## src/qph_ram.sv

```systemverilog
// Generic single-port-write, single-port-read RAM with registered read data.
// No dependencies.
module qph_ram #(
  parameter int WIDTH = 8,
  parameter int DEPTH = 16
) (
  input  logic                     clk,
  input  logic                     we,
  input  logic [$clog2(DEPTH)-1:0] waddr,
  input  logic [WIDTH-1:0]         wdata,
  input  logic [$clog2(DEPTH)-1:0] raddr,
  output logic [WIDTH-1:0]         rdata
);

  logic [WIDTH-1:0] mem [DEPTH];

  always_ff @(posedge clk) begin
    if (we) begin
      mem[waddr] <= wdata;
    end
    rdata <= mem[raddr];
  end

endmodule

```

## config.mk

```make
export PLATFORM = sky130hd
export DESIGN_NAME = qph_ram
export DESIGN_NICKNAME = d
export VERILOG_FILES = /design/src/qph_ram.sv
export SDC_FILE = /design/constraint.sdc
export NUM_CORES = 1
export LEC_CHECK = 0
export BUFFER_PORTS_ARGS = -buffer_cell sky130_fd_sc_hd__buf_2
export CELL_PAD_IN_SITES_DETAIL_PLACEMENT = 1
export CELL_PAD_IN_SITES_GLOBAL_PLACEMENT = 1
export CORE_MARGIN = 2
export CORE_UTILIZATION = 57
export DETAILED_ROUTE_END_ITERATION = 10
export GPL_TIMING_DRIVEN = 0
export HOLD_SLACK_MARGIN = 0.15
export PLACE_DENSITY = 0.84
export SLEW_MARGIN = 20
export SYNTH_ARGS = -nofsm -noshare
export SYNTH_HDL_FRONTEND = slang
export SYNTH_SLANG_ARGS = --single-unit
```

## constraint.sdc

```tcl
create_clock -name clk -period 3 [get_ports clk]
set_input_delay 0.45 -clock clk [delete_from_list [all_inputs] [get_ports clk]]
set_output_delay 0.45 -clock clk [all_outputs]
set_load 0.03 [all_outputs]
```

Yosys cells after proc, flatten, opt, wreduce, memory -nomap -nowiden
Memories as Yosys holds them, arrays and structs flattened. A register that Yosys moved wholly into a read port is not among the register bits.
Index checks and enable logic that the tools add are counted.
{"block": "totals", "ff_bits": 0, "mem_bits_rw": 128, "inputBits": 18, "out_inout_bits": 8, "elab_cells": 3, "n_memories": 1}
{"block": "classes", "mux": 2}
{"name": "mem", "words": 16, "width": 8, "read_ports": 1, "rd_clocked_by_memory_dff": 1, "wr": 1, "line": "15", "rtl": "logic [WIDTH-1:0] mem [DEPTH];"}
{"op": "two-way mux 1 bit", "n": 2}

Longest topological paths before layout
{"block": "logic_depth", "ltp_word": 2, "mapped_depth": 5, "depth_no_buf": 3}

Worst setup path after synthesis
Ideal clock, no wire load.
{"block": "synth_path", "kind": "input port to flip-flop", "startpoint": "input port waddr[2]", "endpoint": "memory mem[0][0], enable pin", "setup_ps": 383, "arrival_time_ps": 1560, "required_ps": 2617, "setup_slack_ps": 1057, "path_stages": 2, "path_buffers": 0, "cell_sequence": "or3b_2 nor3_1"}
{"element": "start, declared", "line": "9", "rtl": "input logic [$clog2(DEPTH)-1:0] waddr,"}
{"element": "end, declared", "line": "15"}
Straight into the memory's write port.

Worst setup path in the final report
{"block": "layout_path", "startpoint": "input port waddr[2]", "endpoint": "memory mem[2][5], enable pin"}
Straight into the memory's write port.

==> out/metrics.yaml <==
status: "finished, final reports clean"
drt.antenna.violating_nets: 0
drt-initial-drc-count: 274
hold_depth: 1
row_count: 34
path_depth: 3
clock-root-buffer: "clkbuf_8"
finalSetupViolCount: 0
cts_made_buffers: 17
fill_cells: 670
dieArea_um2: 9810
setup_slack_ns: 1.40
cp.required_ns: 3.15
finalCritPeriodShare_pct: 53.4
num_vias: 2455
htree_num_levels: 4
viasPerCell: 6.25
cap_violations: 0
grtUsageTotal_pct: 25.0
finalHoldViolations: 0
antenna_found_initial: 0
grt_pass1_wl_um: 16600
grt_max_degree: 17
dp_hpwl_um: 6620
crit_slowest_cell: "nor2_1"
start_kind: "input pin"
ys_ff_latch: 136
drc: 0
path_cells: "buf_2, or3b_2, nor2_1"
place.gp.congestion: 0.694
setup_tns_ns: 0
p_per_area_nw_per_um2: 729
crit_family: "simple AND/OR/NAND/NOR gates"
fmax_ghz: 0.624
syn_to_final_growth_pct: 16.3
crit_buf_inv: 1
hold_path.class: "in2reg"
clk_pin_slew_ns: 0.06
path_class: "in2reg"
worst_slew_pin_slew_ns: 0.840
cts_hold_buffers: 0
grt_pass1_vias: 2584
clkLatencyLatePin_ns: 0.53
post_synth.cell_area_avg_um2: 22.5
core_area_um2: 8720
peakVddDrop_mv: 0.505
syn_nets: 247
antennaDiodeCount: 0
drive_above_1_share_pct: 29.1
wire_per_inst_um: 28.4
netlist_instances: 229
timing.slew.headroom_pct: 43.8
seq_area_frac_synth_pct: 77.8
cts_repair_resize_count: 0
crit_fanout: 8
synth.cell_area_um2: 5150
leakage_uw: 0.00202
drt_wl_total_um: 11200
cts_tree: "built"
fin_crit_ns: 1.60
cp-end-kind: "flop"
post_cts_buffers: 0
rsz0062_at_grt: "false"
port_buffers: 24
die_w_um: 99.0
drt_first_pass_iters: 4
worstPathArrival_ns: 1.75
clockBufferDepth: 2
r2r_cells: 3
pre_cts_slack_ns: 0.878
synthDistinctLibCells: 19
finalMaxSlewViolations: 0
start_util_pct: 59.0
grt-ovfl-total: 0
yosys_warnings: 0
crit_path_max_incr_delay_ns: 0.64
nets: 290
io_pins: 26
clock_sinks: 136
fp.dieH_um: 99.0
finClkSkew_ns: 0.00785
[synthesized netlist by cell type]
cell type / number / area [um2]
edfxtp_1: 128 / 3840
nand3b_1: 2 / 15.0
dfxtp_1: 8 / 160
nand2_1: 9 / 33.8
nor3_1: 4 / 20.0
buf_4: 1 / 7.51
and2_1: 1 / 6.26
nand2b_1: 2 / 12.5
mux4_2: 18 / 405
mux4_1: 14 / 368
buf_6: 3 / 33.8
nand3_1: 1 / 5.00
buf_2: 3 / 15.0
clkdlybuf4s25_2: 3 / 30.0
nor2_1: 13 / 48.8
or3b_2: 1 / 8.76
and2b_1: 1 / 7.51
a22oi_1: 16 / 120
nor2b_1: 1 / 6.26
[flip-flops by register name (all words and copies together) (netlist names)]
signal	count
mem	128
rdata	8
[logic make-up (layout without fill, tap and decap cells)]
| logic type | count (synthesis) | count (layout) | synth area share, % |
|---|---|---|---|
| flip-flops | 136 | 136 | 77.8 |
| buffers and inverters | 10 | 66 | 1.68 |
| multiplexers | 32 | 32 | 15.0 |
| AO/OA/AOI/OAI | 16 | 16 | 2.33 |
| AND/OR/NAND/NOR | 35 | 35 | 3.18 |
[through the flow]
stage	hold slack [ns]	instance area, um2	std cells	power (uW)	util [%]
after floorplan	0.549	5150	229	2310	-
after global placement	0.656	5400	361	2390	62.0
after detailed placement	0.681	5420	361	2410	62.2
after CTS	0.301	5990	393	4400	68.6
after global routing	0.319	5990	393	4470	68.6
final	0.324	5990	393	4360	68.6
[final cells by class]
type | instances | area [um2] | area share (%)
sequential | 136 | 4000 | 66.9
multi-input combinational | 83 | 1080 | 18.0
clock buffer | 23 | 437 | 7.30
tap | 108 | 135 | 2.26
clock inverter | 9 | 126 | 2.11
timing repair buffer | 24 | 120 | 2.01
buffer | 10 | 86.3 | 1.44
[where the power goes]
part | switching [uW] | internal (uW) | total [uW] | leakage [uW]
combinational | 148 | 84.8 | 233 | 0.000520
sequential | 12.2 | 2130 | 2140 | 0.00122
clock | 733 | 1260 | 1990 | 0.000274
total | 894 | 3470 | 4360 | 0.00202
[path summary, 6_finish.rpt]
kind | startpoint | slack (ns) | to
worst max register to register | mem[10][4]$_DFFE_PP_ | 1.52 | rdata[4]$_DFF_P_
worst min-delay path | wdata[4] | 0.32 | mem[6][4]$_DFFE_PP_
worst max-delay path | waddr[2] | 1.40 | mem[2][5]$_DFFE_PP_
worst min register to register | mem[10][2]$_DFFE_PP_ | 0.70 | rdata[2]$_DFF_P_
[cell usage in the layout (no fill, tap or decap)]
master and instances:
nand2_1 9, nor2b_1 1, nand3b_1 2, dfxtp_1 8
and2_1 1, clkinv_4 1, clkbuf_16 16, buf_2 27
edfxtp_1 128, clkdlybuf4s25_2 3, nand3_1 1, buf_6 3
clkinv_2 4, clkbuf_8 1, buf_4 1, bufinv_16 3
a22oi_1 16, and2b_1 1, nand2b_1 2, nor2_1 13
mux4_1 14, nor3_2 4, or3b_2 1, mux4_2 18
clkinvlp_4 1, clkbuf_1 6
[routing by layer]
layer  up-vias  part of all wire (%)  track usage (%)
li1       1062                     -                -
met4         0                   2.1             12.5
met1      1266                    43             35.6
met3        16                   5.8             5.67
met5         -                     0                0
met2       111                    49             37.2
No activity file was read; power rests on OpenSTA's default activity.
