`src/qph_pkg.sv`:
```
// Shared constants, codes and types for the quadratic probe hash set.
// Used by the channel interfaces, the modulo unit and the top level.
package qph_pkg;

  localparam int TABLE_DEPTH = 1024;
  localparam int KEY_BITS    = 31;
  localparam int ADDR_W      = $clog2(TABLE_DEPTH);
  // slot counts and sizes up to TABLE_DEPTH
  localparam int SIZE_W      = ADDR_W + 1;
  localparam int CFG_W       = 11;
  localparam int CFG_IDX_W   = 1;

  localparam logic [CFG_W-1:0] TABLE_SIZE_RST = CFG_W'(1021);
  localparam logic [CFG_W-1:0] MAX_KEYS_RST   = CFG_W'(512);

  // modulo unit: dividend bits consumed per cycle
  localparam int MOD_RADIX_BITS = 4;
  localparam int MOD_STEPS      = (KEY_BITS + MOD_RADIX_BITS - 1) / MOD_RADIX_BITS;
  localparam int MOD_PAD        = MOD_STEPS * MOD_RADIX_BITS;
  localparam int MOD_CNT_W      = $clog2(MOD_STEPS);

  localparam logic CMD_INSERT = 1'b0;
  localparam logic CMD_LOOKUP = 1'b1;

  localparam logic [CFG_IDX_W-1:0] CFG_TABLE_SIZE = CFG_IDX_W'(0);
  localparam logic [CFG_IDX_W-1:0] CFG_MAX_KEYS   = CFG_IDX_W'(1);

  typedef enum logic [1:0] {
    STAT_DONE    = 2'd0,
    STAT_PRESENT = 2'd1,
    STAT_LIMIT   = 2'd2,
    STAT_FULL    = 2'd3
  } status_t;

  typedef enum logic [2:0] {
    ST_CLEAR,
    ST_IDLE,
    ST_HASH,
    ST_READ,
    ST_CHECK,
    ST_RESP
  } state_t;

  typedef struct packed {
    logic              done;
    logic [ADDR_W-1:0] rem;
  } mod_res_t;

endpackage

```
`src/qph_mod.sv`:
```
// Multi-cycle key mod table-size unit, MOD_RADIX_BITS remainder steps a cycle.
// Depends on qph_pkg.
module qph_mod (
  input  logic                         clk,
  input  logic                         rst_n,
  input  logic                         start,
  input  logic [qph_pkg::KEY_BITS-1:0] dividend,
  input  logic [qph_pkg::SIZE_W-1:0]   divisor,
  output qph_pkg::mod_res_t            res
);

  logic                          busy_r, busy_nxt;
  logic                          done_r, done_nxt;
  logic [qph_pkg::MOD_CNT_W-1:0] cnt_r, cnt_nxt;
  logic [qph_pkg::MOD_PAD-1:0]   sh_r, sh_nxt;
  logic [qph_pkg::SIZE_W-1:0]    rem_r, rem_nxt;
  logic [qph_pkg::SIZE_W:0]      part;

  always_comb begin
    busy_nxt = busy_r;
    done_nxt = 1'b0;
    cnt_nxt  = cnt_r;
    sh_nxt   = sh_r;
    rem_nxt  = rem_r;
    part     = {1'b0, rem_r};
    // restoring remainder, one dividend bit per inner step
    for (int i = 0; i < qph_pkg::MOD_RADIX_BITS; i++) begin
      part = {part[qph_pkg::SIZE_W-1:0], sh_r[qph_pkg::MOD_PAD-1-i]};
      if (part >= {1'b0, divisor}) begin
        part = part - {1'b0, divisor};
      end
    end
    if (start) begin
      busy_nxt = 1'b1;
      cnt_nxt  = '0;
      sh_nxt   = qph_pkg::MOD_PAD'(dividend);
      rem_nxt  = '0;
    end else if (busy_r) begin
      rem_nxt = part[qph_pkg::SIZE_W-1:0];
      sh_nxt  = sh_r << qph_pkg::MOD_RADIX_BITS;
      cnt_nxt = cnt_r + qph_pkg::MOD_CNT_W'(1);
      if (cnt_r == qph_pkg::MOD_CNT_W'(qph_pkg::MOD_STEPS - 1)) begin
        busy_nxt = 1'b0;
        done_nxt = 1'b1;
      end
    end
  end

  always_ff @(posedge clk) begin
    if (!rst_n) begin
      busy_r <= 1'b0;
      done_r <= 1'b0;
    end else begin
      busy_r <= busy_nxt;
      done_r <= done_nxt;
    end
    cnt_r <= cnt_nxt;
    sh_r  <= sh_nxt;
    rem_r <= rem_nxt;
  end

  assign res.done = done_r;
  assign res.rem  = rem_r[qph_pkg::ADDR_W-1:0];

endmodule

```
`config.mk`:
```
export PLATFORM = sky130hd
export DESIGN_NAME = qph_mod
export DESIGN_NICKNAME = d
export VERILOG_FILES = /design/src/qph_pkg.sv /design/src/qph_mod.sv
export SDC_FILE = /design/constraint.sdc
export NUM_CORES = 1
export LEC_CHECK = 0
export BUFFER_PORTS_ARGS = -buffer_cell sky130_fd_sc_hd__buf_2
export CAP_MARGIN = 30
export CELL_PAD_IN_SITES_DETAIL_PLACEMENT = 1
export CELL_PAD_IN_SITES_GLOBAL_PLACEMENT = 2
export CORE_MARGIN = 2
export CORE_UTILIZATION = 32
export DETAILED_ROUTE_END_ITERATION = 16
export PLACE_DENSITY_LB_ADDON = 0.1
export SYNTH_ARGS = -nofsm -noshare
export SYNTH_HDL_FRONTEND = slang
export SYNTH_SLANG_ARGS = --single-unit
```
`constraint.sdc`:
```
create_clock -name clk -period 10.4 [get_ports clk]
set_input_delay 1.04 -clock clk [delete_from_list [all_inputs] [get_ports clk]]
set_output_delay 1.04 -clock clk [all_outputs]
set_load 0.005 [all_outputs]
```
---- Word-level counts from Yosys, hierarchy flattened ----
Cells that the tools add are included.
word-level totals
  bits in registers ....................... 48
  bits of input ports ..................... 45
  logic and storage cells ................. 30
operators by class
  $add $sub $neg .......................... 5
  magnitude comparators ................... 4
  equal/unequal tests ..................... 1
  muxes and demuxes ....................... 10
  bitwise gates (word level) .............. 2
  reduce and logical (&&, ||, !) cells .... 2
operator list
  kind                 count
  $mux 31              2
  $ge 12x11->1         4
  $mux 11              4
  $sub 11x11->11       4
  $mux 1               4
  $add 3x1->3 const B  1
  $eq 3x3->1 const B   1
  $reduce_or 3->1      1
  $not 1->1            2
  $reduce_bool 2->1    1

---- Logic depth before layout (Yosys ltp) ----
  depth in word-level cells ............... 8
  mapped depth ............................ 43
  mapped depth without buffers ............ 39

---- Worst setup path after synthesis ----
Ideal clock, no wire load.
  kind .................................... input-to-reg
  start ................................... in divisor[0] in the netlist's numbering
  end ..................................... reg rem_r[2] in the netlist's numbering
  arrival ................................. 9.129 ns
  data required time ...................... 10.259 ns
  setup slack ............................. 1.130 ns
  cell stages on the path ................. 38
  buffers on the path ..................... 4
  cells stage by stage .................... ha_1 fa_1 nand2b_1 a211oi_1 o31ai_1 nand3b_1 clkbuf_1 mux2_2 ha_1 and3_1 a221oi_2 o21ai_1 a22o_1 a311o_1 buf_1 mux2_2 ha_1 and3_1 [2 not listed] a21oi_1 o21ai_0 a211o_4 buf_6 a21oi_1 inv_1 fa_1 nor2b_1 o21ai_0 a31oi_1 o221a_2 o21ai_0 nand2b_1 nor2_1 mux2i_2 buf_6 mux2i_1 a211oi_2
between the ends
  word-level cells in the longest chain between the ends .. 8
RTL lines
  what                                            RTL line                      RTL
  start, declared                                 qph_mod.sv:8                  input logic [qph_pkg::SIZE_W-1:0] divisor,
  $sub 11x11->11 or $ge 12x11->1 (tied branches)  qph_mod.sv:30, qph_mod.sv:29
  $mux 11                                         qph_mod.sv:29                 if (part >= {1'b0, divisor}) begin
  $sub 11x11->11 or $ge 12x11->1 (tied branches)  qph_mod.sv:30, qph_mod.sv:29
  $mux 11                                         qph_mod.sv:29
  $ge 12x11->1 or $sub 11x11->11 (tied branches)  qph_mod.sv:29, qph_mod.sv:30
  $mux 11                                         qph_mod.sv:29
  $sub 11x11->11 or $ge 12x11->1 (tied branches)  qph_mod.sv:30, qph_mod.sv:29
  $mux 11 (*)                                     qph_mod.sv:29
  end signal, assigned                            qph_mod.sv:59                 rem_r <= rem_nxt;
  end, declared                                   qph_mod.sv:16                 logic [qph_pkg::SIZE_W-1:0] rem_r, rem_nxt;
Mark *: on every way between the ends. The rest lies on a longest branch, timed or not.
A chain may end at the register's enable or synchronous reset.

---- Worst setup path after layout ----
  start ................................... in divisor[0] in the netlist's numbering
  end ..................................... reg rem_r[6] in the netlist's numbering
between the ends
  word-level cells in the longest chain between the ends .. 8
RTL lines
  what                                            RTL line
  $sub 11x11->11 or $ge 12x11->1 (tied branches)  qph_mod.sv:30, qph_mod.sv:29
  $mux 11                                         qph_mod.sv:29
  $sub 11x11->11 or $ge 12x11->1 (tied branches)  qph_mod.sv:30, qph_mod.sv:29
  $mux 11                                         qph_mod.sv:29
  $sub 11x11->11 or $ge 12x11->1 (tied branches)  qph_mod.sv:30, qph_mod.sv:29
  $mux 11                                         qph_mod.sv:29
  $sub 11x11->11 or $ge 12x11->1 (tied branches)  qph_mod.sv:30, qph_mod.sv:29
  $mux 11 (*)                                     qph_mod.sv:29
Marked as above.

==> results.toml <==
[outcome]
status = "completed"

[yosys]
yosysMostFrequentCell = "mux2_2"
synth_top_area_frac = 0.212
yosysTopAreaCell = "edfxtp_1"
synth_area_um2 = 4380
synthTopCellsByArea = "edfxtp_1, ha_1, mux2_2, dfxtp_1, xnor2_1"
syn_area_per_cell_um2 = 9.68
synthDistinctLibCells = 62
syn_inst = 453
synthFlopType = "edfxtp_1"
synth.yosys.warnings = 0
synth_top_cells_by_count = "mux2_2, ha_1, nor2_1, edfxtp_1, nand2_1"
synth_edf_count = 31
yosysSeqAreaShare = 0.290
synth-seq-cells = 48
synth-async-reset-ratio = 0
synth_nets = 548

[cells_and_area]
nets = 598
syn_to_final_growth_pct = 13.4
diodes = 0
drive_above_1_share = 0.262

[drt]
vias_per_cell = 5.20
dr_total_vias = 3536
wl_per_cell_um = 19.2
wl_um = 13100
firstDrtPassIters = 4
ant_nets = 0
drt_iter0_drc = 113
drc_errors = 0

[setup_path]
cp_num_buf_inv = 4
cp_data_arrival_time_ns = 9.83
crit_slowest_cell = "a311o_1"
worstReg2RegStart = "sh_r[31]$_SDFFE_PP0P_"
crit_path_end_kind = "register"
slowest_delay_ns = 0.50
cp_top_family = "compound AO/OA/AOI/OAI gates"
startpoint = "divisor[0]"
crit_path_start_kind = "input pin"
worst-path-max-fanout = 14
required_ns = 10.56
worstSetupPathType = "in2reg"
cpMostUsedCell = "o21ai_0"

[floorplanning]
chipHeight_um = 121
core_area_um2 = 13300
start_util = 0.330
pin_count = 56
die_w_um = 121
dieArea_um2 = 14600
core.rowCount = 42

[grt]
grt_usage = 0.182
grt_max_degree = 43
antenna_found_initial = 0
overflow = 0
grt_pass1_vias = 3713
grt_pass1_wl_um = 20300

[clock_network]
cts_buffer_depth = 2
cts.sinks = 48
hold_buffers = 0
cts_root_buffer = "clkbuf_16"
cts_buffers = 5
cts_tree = "yes"
clk_latency_ns = 0.29
htreeDepth = 2
clkTransAtPathRegs_ns = 0.07

[placed_design]
dpl.hpwl_um = 10800
gp_congestion = 0.843
io_buffers = 55

[sta]
rsz0062_at_grt = "no"
hold_viol_final = 0
min_period_ns = 9.67
max_freq_mhz = 103
fin_skew_ns = 0.00487
setup_violations = 0
finalCritPeriodShare = 0.930
holdWs_ns = 0.512
worst_slew_pin_slew_ns = 0.876
slew_headroom = 0.416
timing.final.max_slew_violations = 0
tns_ns = 0

[worst_hold_path]
holdCritPathClass = "reg2reg"
worstHoldStart = "cnt_r[2]$_SDFFE_PP0P_"

[flow_run]
cap_viol_max_count = 0
-- metal layers --
layer | up-vias | GRT usage | part of all wire | routed length [µm]
met4 | 0 | 0.0276 | 0.0088 | 115
met1 | 1716 | 0.240 | 0.47 | 6160
li1 | 1753 | - | - | -
met2 | 59 | 0.302 | 0.47 | 6140
met5 | - | 0 | 0 | 0
met3 | 8 | 0.0503 | 0.050 | 648
-- cell families after synthesis --
| kind of cell | count (synthesis) | synth area share |
|---|---|---|
| AO/OA/AOI/OAI | 100 | 0.159 |
| XOR/XNOR | 31 | 0.0619 |
| adder cells (fa/ha/maj) | 50 | 0.150 |
| buffers and inverters | 46 | 0.0522 |
| flip-flops | 48 | 0.290 |
| multiplexers | 61 | 0.154 |
| AND/OR/NAND/NOR | 117 | 0.133 |
-- final timing paths --
kind | slack, ns | depth (start not counted) | end
max | 0.73 | 38 | rem_r[6]$_SDFFE_PP0P_
min | 0.51 | 2 | cnt_r[2]$_SDFFE_PP0P_
max reg2reg | 1.18 | 38 | rem_r[6]$_SDFFE_PP0P_
min reg2reg | 0.51 | 2 | cnt_r[2]$_SDFFE_PP0P_
-- placed cells by master, fill, tap and decap left out, types with 3 or more instances in the layout --
| cell type | Yosys | routed |
|---|---|---|
| buf_2 | 0 | 55 |
| mux2_2 | 48 | 48 |
| ha_1 | 46 | 46 |
| nor2_1 | 34 | 34 |
| edfxtp_1 | 31 | 31 |
| nand2_1 | 30 | 30 |
| inv_1 | 25 | 25 |
| a21oi_1 | 22 | 22 |
| o21ai_0 | 20 | 20 |
| xnor2_1 | 18 | 18 |
| dfxtp_1 | 17 | 17 |
| xor2_1 | 13 | 13 |
| a21o_1 | 11 | 11 |
| mux2i_1 | 12 | 11 |
| nor2b_1 | 9 | 9 |
| buf_4 | 11 | 9 |
| and3_1 | 7 | 7 |
| and2_1 | 6 | 6 |
| nand2b_1 | 5 | 5 |
| nor3_1 | 5 | 5 |
| clkbuf_16 | 0 | 5 |
| nand3_1 | 4 | 4 |
| o21a_1 | 4 | 4 |
| or3_1 | 4 | 4 |
| a31oi_1 | 4 | 4 |
| fa_1 | 4 | 4 |
| a211oi_1 | 4 | 3 |
| o21ai_1 | 3 | 3 |
| a41o_1 | 3 | 3 |
| a311oi_1 | 3 | 3 |
-- flip-flops by register name, summed over array words and instances, names as in the netlist --
signal  count
done_r      1
cnt_r       3
rem_r      11
busy_r      1
sh_r       32
-- worst register-to-register path, delay by kind of cell (launching register included) --
| family | cells | cell delay [ns] |
|---|---|---|
| buffers and inverters | 4 | 0.56 |
| AOI/OAI and AO/OA | 16 | 3.82 |
| muxes | 4 | 1.27 |
| DFF | 1 | 0.40 |
| adders and majority gates | 5 | 1.67 |
| and+or+nand+nor | 9 | 1.36 |
-- repair_timing --
item,CTS,global route
setup endpoints to repair,0,10
resized for setup,0,3
setup buffers,0,0
-- final cells by class --
cell class	instances	area (µm²)
multi-input combinational	359	2900
sequential	48	1270
tap	176	220
timing repair buffer	64	343
fill	1549	8330
clock inverter	3	18.8
inverter	25	93.8
clock buffer	5	125
-- per-stage QoR --
| step | util | instance area (µm²) | setup slack, ns | cells |
|---|---|---|---|---|
| 4_1_cts | 0.373 | 4950 | 0.504 | 680 |
| 5_1_grt | 0.374 | 4970 | 0.0452 | 680 |
| 2_1_floorplan | - | 4380 | 1.13 | 453 |
| 3_5_place_dp | 0.362 | 4810 | 0.222 | 672 |
| 3_3_place_gp | 0.362 | 4810 | 0.462 | 672 |
| 6_report | 0.374 | 4970 | 0.732 | 680 |
Power is left out: the tool's default activity adds up to more than one toggle a clock period on the data nets, which glitch-free logic cannot reach.
